<file path="config.mk">
export PLATFORM = sky130hd
export DESIGN_NAME = uart_buffered_rx_tx_fifos
export DESIGN_NICKNAME = d
export VERILOG_FILES = /design/src/design/ubuf_pkg.sv /design/src/design/ubuf_ram.sv /design/src/design/uart_buffered_rx_tx_fifos.sv
export SDC_FILE = /design/constraint.sdc
export NUM_CORES = 1
export LEC_CHECK = 0
export BUFFER_PORTS_ARGS = -buffer_cell sky130_fd_sc_hd__buf_2
export CAP_MARGIN = 40
export CELL_PAD_IN_SITES_DETAIL_PLACEMENT = 1
export CELL_PAD_IN_SITES_GLOBAL_PLACEMENT = 2
export CORE_MARGIN = 5
export CORE_UTILIZATION = 54
export CTS_CLUSTER_SIZE = 25
export DETAILED_ROUTE_END_ITERATION = 10
export PLACE_DENSITY = 0.88
export SLEW_MARGIN = 20
export SYNTH_ARGS = -nofsm -noshare
export SYNTH_HDL_FRONTEND = slang
export SYNTH_SLANG_ARGS = --single-unit
export TNS_END_PERCENT = 20
</file>
<file path="constraint.sdc">
create_clock -name clock -period 4.59 [get_ports clock]
set_clock_uncertainty 0.1 [all_clocks]
set_input_delay 0 -clock clock [delete_from_list [all_inputs] [get_ports clock]]
set_output_delay 0 -clock clock [all_outputs]
set_load 0.02 [all_outputs]
</file>
<file path="src/design/ubuf_pkg.sv">
// ----------------------------------------------------------------------------
// ubuf_pkg
// Types and constants shared by the buffered UART receive/transmit FIFOs.
// ----------------------------------------------------------------------------
package ubuf_pkg;

   localparam int RX_DEPTH = 64;
   localparam int TX_DEPTH = 64;
   localparam int RX_AW    = $clog2(RX_DEPTH);
   localparam int TX_AW    = $clog2(TX_DEPTH);

   // request function codes
   localparam logic [1:0] FUNC_LINE_RX  = 2'd0;
   localparam logic [1:0] FUNC_TX_READY = 2'd1;
   localparam logic [1:0] FUNC_SW_READ  = 2'd2;
   localparam logic [1:0] FUNC_SW_WRITE = 2'd3;

   typedef struct packed {
      logic [1:0] func;
      logic [7:0] data_in;
   } ubuf_req_type;

   typedef struct packed {
      logic [7:0] data_out;
      logic       data_valid;
      logic       rejected;
      logic       rx_available;
      logic       rx_overflow;
      logic       tx_full_flag;
      logic       tx_request;
   } ubuf_rsp_type;

endpackage

</file>
<file path="src/design/ubuf_ram.sv">
// ----------------------------------------------------------------------------
// ubuf_ram
// Generic single-port-write, single-port-read RAM with registered read data.
// ----------------------------------------------------------------------------
module ubuf_ram #(
   parameter int WIDTH = 8,
   parameter int DEPTH = 64
) (
   input  logic                     clock,
   input  logic                     wr_en,
   input  logic [$clog2(DEPTH)-1:0] wr_addr,
   input  logic [WIDTH-1:0]         wr_data,
   input  logic                     rd_en,
   input  logic [$clog2(DEPTH)-1:0] rd_addr,
   output logic [WIDTH-1:0]         rd_data
);

   logic [WIDTH-1:0] mem [DEPTH];
   logic [WIDTH-1:0] rd_data_ff;

   always_ff @(posedge clock) begin
      if (wr_en) begin
         mem[wr_addr] <= wr_data;
      end
      if (rd_en) begin
         rd_data_ff <= mem[rd_addr];
      end
   end

   assign rd_data = rd_data_ff;

endmodule

</file>
<file path="src/design/uart_buffered_rx_tx_fifos.sv">
// ----------------------------------------------------------------------------
// uart_buffered_rx_tx_fifos
// Circular receive and transmit byte FIFOs behind an interrupt-driven UART.
// ----------------------------------------------------------------------------
//   channel   ports                     handshake
//   request   start, busy, req_data     taken when start high and busy low
//   response  rsp_strobe, rsp_data      one cycle, no back pressure
//
// A request is taken in any cycle; busy stays low. Its response shows in the
// next cycle, from the registered read port of the byte RAMs. Pointers
// and flags update at the accepting edge, so the next request sees them.
// Synchronous reset clears pointers and flags; RAM contents are not cleared.
module uart_buffered_rx_tx_fifos
   import ubuf_pkg::*;
(
   input  logic         clock,
   input  logic         reset,
   input  logic         start,
   output logic         busy,
   input  ubuf_req_type req_data,
   output logic         rsp_strobe,
   output ubuf_rsp_type rsp_data
);

   logic             accept;
   logic [RX_AW-1:0] rx_wp_ff, rx_wp_in, rx_rp_ff, rx_rp_in, rx_wp_bump, rx_rp_bump;
   logic [TX_AW-1:0] tx_wp_ff, tx_wp_in, tx_rp_ff, tx_rp_in, tx_wp_bump, tx_rp_bump;
   logic             avail_ff, avail_in, ovf_ff, ovf_in;
   logic             full_ff, full_in, txreq_ff, txreq_in;
   logic             strobe_ff, valid_ff, valid_in, rej_ff, rej_in, sel_tx_ff, sel_tx_in;
   logic             rx_we, rx_re, tx_we, tx_re;
   logic [7:0]       rx_q, tx_q;

   assign busy   = 1'b0;
   assign accept = start & ~busy;

   assign rx_wp_bump = (rx_wp_ff == RX_AW'(RX_DEPTH - 1)) ? '0 : rx_wp_ff + 1'b1;
   assign rx_rp_bump = (rx_rp_ff == RX_AW'(RX_DEPTH - 1)) ? '0 : rx_rp_ff + 1'b1;
   assign tx_wp_bump = (tx_wp_ff == TX_AW'(TX_DEPTH - 1)) ? '0 : tx_wp_ff + 1'b1;
   assign tx_rp_bump = (tx_rp_ff == TX_AW'(TX_DEPTH - 1)) ? '0 : tx_rp_ff + 1'b1;

   always_comb begin
      rx_wp_in  = rx_wp_ff;
      rx_rp_in  = rx_rp_ff;
      tx_wp_in  = tx_wp_ff;
      tx_rp_in  = tx_rp_ff;
      avail_in  = avail_ff;
      ovf_in    = ovf_ff;
      full_in   = full_ff;
      txreq_in  = txreq_ff;
      valid_in  = 1'b0;
      rej_in    = 1'b0;
      sel_tx_in = 1'b0;
      rx_we     = 1'b0;
      rx_re     = 1'b0;
      tx_we     = 1'b0;
      tx_re     = 1'b0;
      if (accept) begin
         case (req_data.func)
            FUNC_LINE_RX: begin
               // bytes are dropped silently while overflowed
               if (!ovf_ff) begin
                  rx_we    = 1'b1;
                  avail_in = 1'b1;
                  rx_wp_in = rx_wp_bump;
                  if (rx_wp_bump == rx_rp_ff) begin
                     ovf_in = 1'b1;
                  end
               end
            end
            FUNC_TX_READY: begin
               sel_tx_in = 1'b1;
               if (tx_wp_ff != tx_rp_ff || full_ff) begin
                  tx_re    = 1'b1;
                  valid_in = 1'b1;
                  full_in  = 1'b0;
                  tx_rp_in = tx_rp_bump;
               end else begin
                  txreq_in = 1'b0;
               end
            end
            FUNC_SW_READ: begin
               if (!avail_ff) begin
                  rej_in = 1'b1;
               end else begin
                  rx_re    = 1'b1;
                  valid_in = 1'b1;
                  ovf_in   = 1'b0;
                  rx_rp_in = rx_rp_bump;
                  if (rx_rp_bump == rx_wp_ff) begin
                     avail_in = 1'b0;
                  end
               end
            end
            FUNC_SW_WRITE: begin
               if (full_ff) begin
                  rej_in = 1'b1;
               end else begin
                  tx_we    = 1'b1;
                  tx_wp_in = tx_wp_bump;
                  txreq_in = 1'b1;
                  if (tx_wp_bump == tx_rp_ff) begin
                     full_in = 1'b1;
                  end
               end
            end
            default: begin
               rej_in = 1'b0;
            end
         endcase
      end
   end

   always_ff @(posedge clock) begin
      if (reset) begin
         rx_wp_ff  <= '0;
         rx_rp_ff  <= '0;
         tx_wp_ff  <= '0;
         tx_rp_ff  <= '0;
         avail_ff  <= 1'b0;
         ovf_ff    <= 1'b0;
         full_ff   <= 1'b0;
         txreq_ff  <= 1'b0;
         strobe_ff <= 1'b0;
         valid_ff  <= 1'b0;
         rej_ff    <= 1'b0;
         sel_tx_ff <= 1'b0;
      end else begin
         rx_wp_ff  <= rx_wp_in;
         rx_rp_ff  <= rx_rp_in;
         tx_wp_ff  <= tx_wp_in;
         tx_rp_ff  <= tx_rp_in;
         avail_ff  <= avail_in;
         ovf_ff    <= ovf_in;
         full_ff   <= full_in;
         txreq_ff  <= txreq_in;
         strobe_ff <= accept;
         valid_ff  <= valid_in;
         rej_ff    <= rej_in;
         sel_tx_ff <= sel_tx_in;
      end
   end

   ubuf_ram #(.WIDTH(8), .DEPTH(RX_DEPTH)) u_rx_ram (
      .clock   (clock),
      .wr_en   (rx_we),
      .wr_addr (rx_wp_ff),
      .wr_data (req_data.data_in),
      .rd_en   (rx_re),
      .rd_addr (rx_rp_ff),
      .rd_data (rx_q)
   );

   ubuf_ram #(.WIDTH(8), .DEPTH(TX_DEPTH)) u_tx_ram (
      .clock   (clock),
      .wr_en   (tx_we),
      .wr_addr (tx_wp_ff),
      .wr_data (req_data.data_in),
      .rd_en   (tx_re),
      .rd_addr (tx_rp_ff),
      .rd_data (tx_q)
   );

   assign rsp_strobe = strobe_ff;

   always_comb begin
      rsp_data.data_out     = valid_ff ? (sel_tx_ff ? tx_q : rx_q) : 8'd0;
      rsp_data.data_valid   = valid_ff;
      rsp_data.rejected     = rej_ff;
      rsp_data.rx_available = avail_ff;
      rsp_data.rx_overflow  = ovf_ff;
      rsp_data.tx_full_flag = full_ff;
      rsp_data.tx_request   = txreq_ff;
   end

endmodule

</file>
======== After elaboration in Yosys (flattened, before gate mapping) ========
Memory sizes are Yosys's and may differ from the RTL's. A register that Yosys moved wholly into a read port is not among the register bits.
Cells that the tools add are included.
cells by class
  $add $sub $neg .......................... 4
  equal/unequal tests ..................... 16
  multiplexer cells ....................... 42
  bitwise gates (word level) .............. 3
  reductions and logical operators ........ 13
operators by type and width
  cell                 number
  $mux 1               30
  $add 6x1->6 const B  4
  $eq 6x6->1 const B   4
  $mux 6               4
  $reduce_and 3->1     7
  $eq 6x6->1           3
  $mux 8               2
  $pmux 1 s2           6
  $ne 2x2->1 const B   5
  $ne 6x6->1           1
  $eq 2x2->1 const B   2
  $reduce_and 4->1     1
  $reduce_bool 2->1    2
  $not 1->1            3
  $eq 2x1->1 const B   1
  $logic_not 2->1      1
  $reduce_or 2->1      1
  $logic_or 1x1->1     1
word-level totals
  register bits after elaboration ......... 32
  memory bits (writable) .................. 1,024
  input bits .............................. 13
  output and inout port bits .............. 16
  word-level logic and storage cells ...... 92
  memories kept ........................... 2
memories
  name          depth  width  read ports  clocked after Yosys merged registers in  write ports  RTL line        RTL
  u_rx_ram.mem  64     8      1           1                                        1            ubuf_ram.sv:18  logic [WIDTH-1:0] mem [DEPTH];
  u_tx_ram.mem  64     8      1           1                                        1            ubuf_ram.sv:18

======== Longest topological paths before layout ========
  depth in word-level cells ............... 6
  mapped depth ............................ 9
  depth with buffers taken out ............ 7

======== Cells and area by module ========
From an unflattened synthesis, not the netlist that was laid out.
second synthesis, totals
  cell total of the unflattened synthesis .. 2,156
  area total of the unflattened synthesis .. 42,690.9 um2
modules (own cells, without submodules)
  module                     instances  cells each  area an instance (um2)  seq. area each (um2)
  ubuf_ram                   2          940         20,246.9                15,615.0
  uart_buffered_rx_tx_fifos  1          276         2,197.1                 640.6

======== Worst setup path before layout ========
No wires, ideal clock.
  path kind ............................... reg2reg
  from .................................... reg rx_rp_ff[1]
  to ...................................... reg u_rx_ram.rd_data_ff[0], in the netlist u_rx_ram.rd_data[0], read port of u_rx_ram.mem (data pin)
  setup time .............................. 261 ps
  arrival time ............................ 1,870 ps
  required time ........................... 4,229 ps
  path slack .............................. 2,359 ps
  stages on the path, launching flop included .. 8
  path buffers ............................ 3
  period minus slack after synthesis ...... 2,231 ps
  cell sequence ........................... dfxtp_1 > buf_2 > buf_2 > buf_1 > mux4_2 > a22oi_1 > nand2_1 > a221o_1
RTL lines
  element                 RTL line                          RTL
  start, declared         uart_buffered_rx_tx_fifos.sv:26   logic [RX_AW-1:0] rx_wp_ff, rx_wp_in, rx_rp_ff, rx_rp_in, rx_wp_bump, rx_rp_bump;
  start signal, assigned  uart_buffered_rx_tx_fifos.sv:130  rx_rp_ff <= rx_rp_in;
  end, declared           ubuf_ram.sv:19                    logic [WIDTH-1:0] rd_data_ff;

======== Worst setup path in the final report ========
  from .................................... reg rx_rp_ff[1]
  to ...................................... reg avail_ff
on the way
  cells in the longest elaborated chain, start to end .. 6
  elaborated cells between the ends (all ways) .. 7
  those cells by class .................... add/sub: 1; eq/ne: 2; mux: 4
RTL lines
  element                                    RTL line                          RTL
  $add 6x1->6 or $eq 6x6->1 (tied branches)  uart_buffered_rx_tx_fifos.sv:38   assign rx_rp_bump = (rx_rp_ff == RX_AW'(RX_DEPTH - 1)) ? '0 : rx_rp_ff + 1'b1;
  $mux 6 *                                   uart_buffered_rx_tx_fifos.sv:38
  $eq 6x6->1 *                               uart_buffered_rx_tx_fifos.sv:90   if (rx_rp_bump == rx_wp_ff) begin
  $mux 1 *                                   uart_buffered_rx_tx_fifos.sv:90
  $mux 1 *                                   uart_buffered_rx_tx_fifos.sv:83   if (!avail_ff) begin
  $pmux 1 s2 *                               uart_buffered_rx_tx_fifos.sv:59   case (req_data.func)
  end signal, assigned                       uart_buffered_rx_tx_fifos.sv:133  avail_ff <= avail_in;
  end, declared                              uart_buffered_rx_tx_fifos.sv:28   logic avail_ff, avail_in, ovf_ff, ovf_in;
Mark *: on every way between the ends. The rest lies on a longest branch, timed or not.
A chain may end at the register's enable or synchronous reset.

==> results.sh <==
export IMPL_arrival_ns=3.82
export IMPL_slew_violations=0
export IMPL_post_cts_buffers=0
export IMPL_switching_power_w=0.003987
export IMPL_clk_latency_ns=0.68
export IMPL_dp_cells=3090
export IMPL_clkTransAtPathRegs_ns=0.06
export IMPL_finalCriticalPeriod_ns=3.403
export IMPL_antenna_found_initial=4
export IMPL_grt_pass1_vias=22710
export IMPL_syn_avg_cell_area_um2=20.16
export IMPL_dpl_hpwl_um=63990
export IMPL_outcome="completed"
export IMPL_routed_wl_um=107300
export IMPL_post_place_ws_ns=1.233
export IMPL_ys_top_cells_by_area="edfxtp_1 (74%), mux4_2 (13%), dfxtp_1 (1.5%)"
export IMPL_synth_main_ff_cell="edfxtp_1"
export IMPL_synthDistinctLibCells=66
export IMPL_synthMuxAreaShare=0.1480
export IMPL_cts_tree="done"
export IMPL_syn_cell_area_mm2=0.04237
export IMPL_startpoint_type="register"
export IMPL_syn_inst=2102
export IMPL_drcViolationCount=0
export IMPL_worst_slack_ns=1.187
export IMPL_num_nets_final=2250
export IMPL_path_max_fanout=55
export IMPL_vias_per_cell=6.510
export IMPL_yosys_area_top_type="edfxtp_1"
export IMPL_endpoint_kind="register"
export IMPL_synth_top_cell_area_share=0.7370
export IMPL_sw_frac_of_total=0.2011
export IMPL_cts_htree_levels=3
export IMPL_dr_pass1_iters=6
export IMPL_synth_xor_xnor_area_share=0.005581
export IMPL_finalHoldViolations=0
export IMPL_port_buffers=27
export IMPL_synth_async_reset_ratio=0
export IMPL_drtAntennaViolNets=0
export IMPL_power_frac_comb=0.018
export IMPL_rsz0062_at_grt="false"
export IMPL_synth_yosys_seq_area_share=0.7521
export IMPL_gp_congestion=0.8241
export IMPL_rows=102
export IMPL_wl_per_cell_um=31.96
export IMPL_grt_overflow_total=0
export IMPL_areaGrowthSynthToFinish_pct=12.31
export IMPL_grt_pass1_wl_um=157700
export IMPL_vias=21850
export IMPL_syn_nets=2123
export IMPL_criticalPathCategory="reg -> reg"
export IMPL_cts_sinks=1072
export IMPL_synth_edff_count=1040
export IMPL_grt_max_degree=78
export IMPL_power_total_w=0.01983
export IMPL_synth_simple_area_share=0.03529
export IMPL_core_area_mm2=0.07759
export IMPL_dieArea_mm2=0.08417
export IMPL_irDropWorstVdd_mv=0.3159
export IMPL_synthAdderAreaFrac=0.002362
export IMPL_initialDrtViolationCount=2645
export IMPL_worstMarginPinSlew_ns=0.9403
export IMPL_cts_buffers=107
export IMPL_die_height_um=290.1
export IMPL_clkPwrFrac=0.440
export IMPL_powerDensity_mw_per_mm2=416.7
export IMPL_slew_headroom=0.3569
export IMPL_internal_power_w=0.01584
export IMPL_stdcell_count=3356
export IMPL_setup_viol=0
export IMPL_grtUsageTotal=0.2512
export IMPL_synth_seq_cells=1072
export IMPL_worstPathRequired_ns=5.01
export IMPL_fin_crit_sh=0.7414
export IMPL_die_width_um=290.1
export IMPL_ios=29
export IMPL_yosysWarnings=0
export IMPL_diodes=0
export IMPL_p_leak_nw=14.55
export IMPL_maxCapViolCount=0
export IMPL_min_delay_path_class="in -> reg"
export IMPL_synth_top_family_by_area="multiplexers"
export IMPL_cts_root_buf="clkbuf_16"
export IMPL_synth_compound_area_share=0.03650
export IMPL_initial_core_util=0.5461
export IMPL_p_seq_frac=0.542
export IMPL_fmax_ghz=0.2938
export IMPL_cts_path_max_buffers=3
export IMPL_fin_tns_setup_ns=0
export IMPL_drive_gt1_frac=0.2409
==> state kept, by name, indices dropped and copies added, names as in the netlist <==
name and flops:
avail_ff 1, full_ff 1, ovf_ff 1, rej_ff 1, rsp_strobe 1, rx_rp_ff 6
rx_wp_ff 6, sel_tx_ff 1, tx_rp_ff 6, tx_wp_ff 6, txreq_ff 1, u_rx_ram.mem 512
u_rx_ram.rd_data 8, u_tx_ram.mem 512, u_tx_ram.rd_data 8, valid_ff 1
==> cell families (layout without fill, tap and decap cells) <==
| family | after synthesis | in the layout |
|---|---|---|
| buffers and inverters | 139 | 353 |
| muxes | 309 | 309 |
| and+or+nand+nor | 333 | 333 |
| DFF | 1072 | 1072 |
| xor gates and xnor gates | 27 | 27 |
| AOI/OAI and AO/OA | 213 | 213 |
| adders and majority gates | 8 | 8 |
| other | 1 | 1 |
==> critical path: stages (launching register included) <==
cell and delay [ns]:
dfxtp_4 0.89, buf_4 0.37, buf_12 0.31, ha_1 0.34, nand3_1 0.16, o21ai_0 0.34, xnor2_1 0.11, a2111oi_0 0.40
a41oi_1 0.17
==> synth_stat cells (all sizes together), types with 8 or more instances <==
master	n
edfxtp	1040
buf	75
nand3	26
o21ai	33
nand2b	13
mux4	250
mux2	11
nor2	170
o221ai	8
a22oi	46
xor2	18
clkbuf	49
or3	11
mux2i	48
ha	8
o22a	15
inv	15
nand2	62
o22ai	17
xnor2	9
a2111oi	8
nor2b	21
dfxtp	32
a211oi	14
a21oi	21
==> power by group through the flow <==
stage	Clock, W	Combinational, W	Sequential, W
floorplan	0	0.000129	0.0109
global placement	0	0.000311	0.0110
detailed placement	0	0.000334	0.0110
CTS	0.00882	0.000345	0.0107
global route	0.00936	0.000372	0.0107
finish	0.00873	0.000351	0.0107
==> cell usage in the layout, fill, tap and decap left out, types with 17 or more instances in the layout <==
cell       count
edfxtp_1    1040
mux4_2       240
nor2_1       169
clkbuf_16    108
buf_4         96
nand2_1       62
mux2i_1       48
a22oi_1       46
o21ai_0       29
dfxtp_1       26
nand3_1       25
clkinv_2      24
clkinv_1      22
nor2b_1       21
a21oi_1       21
buf_2         19
xor2_1        18
o22ai_1       17
==> stage by stage <==
step                      instance area (um2)  utilization  hold slack (ns)
after global routing                    47590       0.6133           0.3210
after global placement                  43390       0.5592           0.3241
after detailed placement                43480       0.5603           0.3172
after CTS                               47100       0.6070           0.2712
final                                   47590       0.6133           0.3185
after floorplan                         42370            -         -0.02786
==> area by class of cell <==
type / instances / area (um2)
clock buffer: 126 / 2790
clock inverter: 70 / 703.2
fill: 6525 / 30010
inverter: 15 / 56.30
multi-input combinational: 891 / 9663
sequential: 1072 / 31890
tap: 1040 / 1301
timing repair buffer: 142 / 1185
==> timing repair <==
item,CTS,global route
hold buffers,13,0
gates resized for setup,0,0
setup endpoints to repair,0,0
hold endpoints to repair,486,0
==> path summary, 6_finish.rpt <==
kind                     from                  end  slack, ns  cells after the start
setup / recovery  rx_rp_ff[1]             avail_ff       1.19                      8
hold / removal    req_data[0]  u_rx_ram.mem[54][0]       0.32                      2
setup reg to reg  rx_rp_ff[1]             avail_ff       1.19                      8
hold reg to reg   tx_rp_ff[4]          tx_rp_ff[4]       0.43                      2
==> layer usage <==
layer	share of wire	GRT usage	wire (um)
met1	0.39	0.3559	42130
met5	0.00012	0.002836	13
met3	0.097	0.06294	10380
met2	0.49	0.3998	52050
met4	0.025	0.06352	2683
Note: power is estimated with default switching activity, not from simulation.
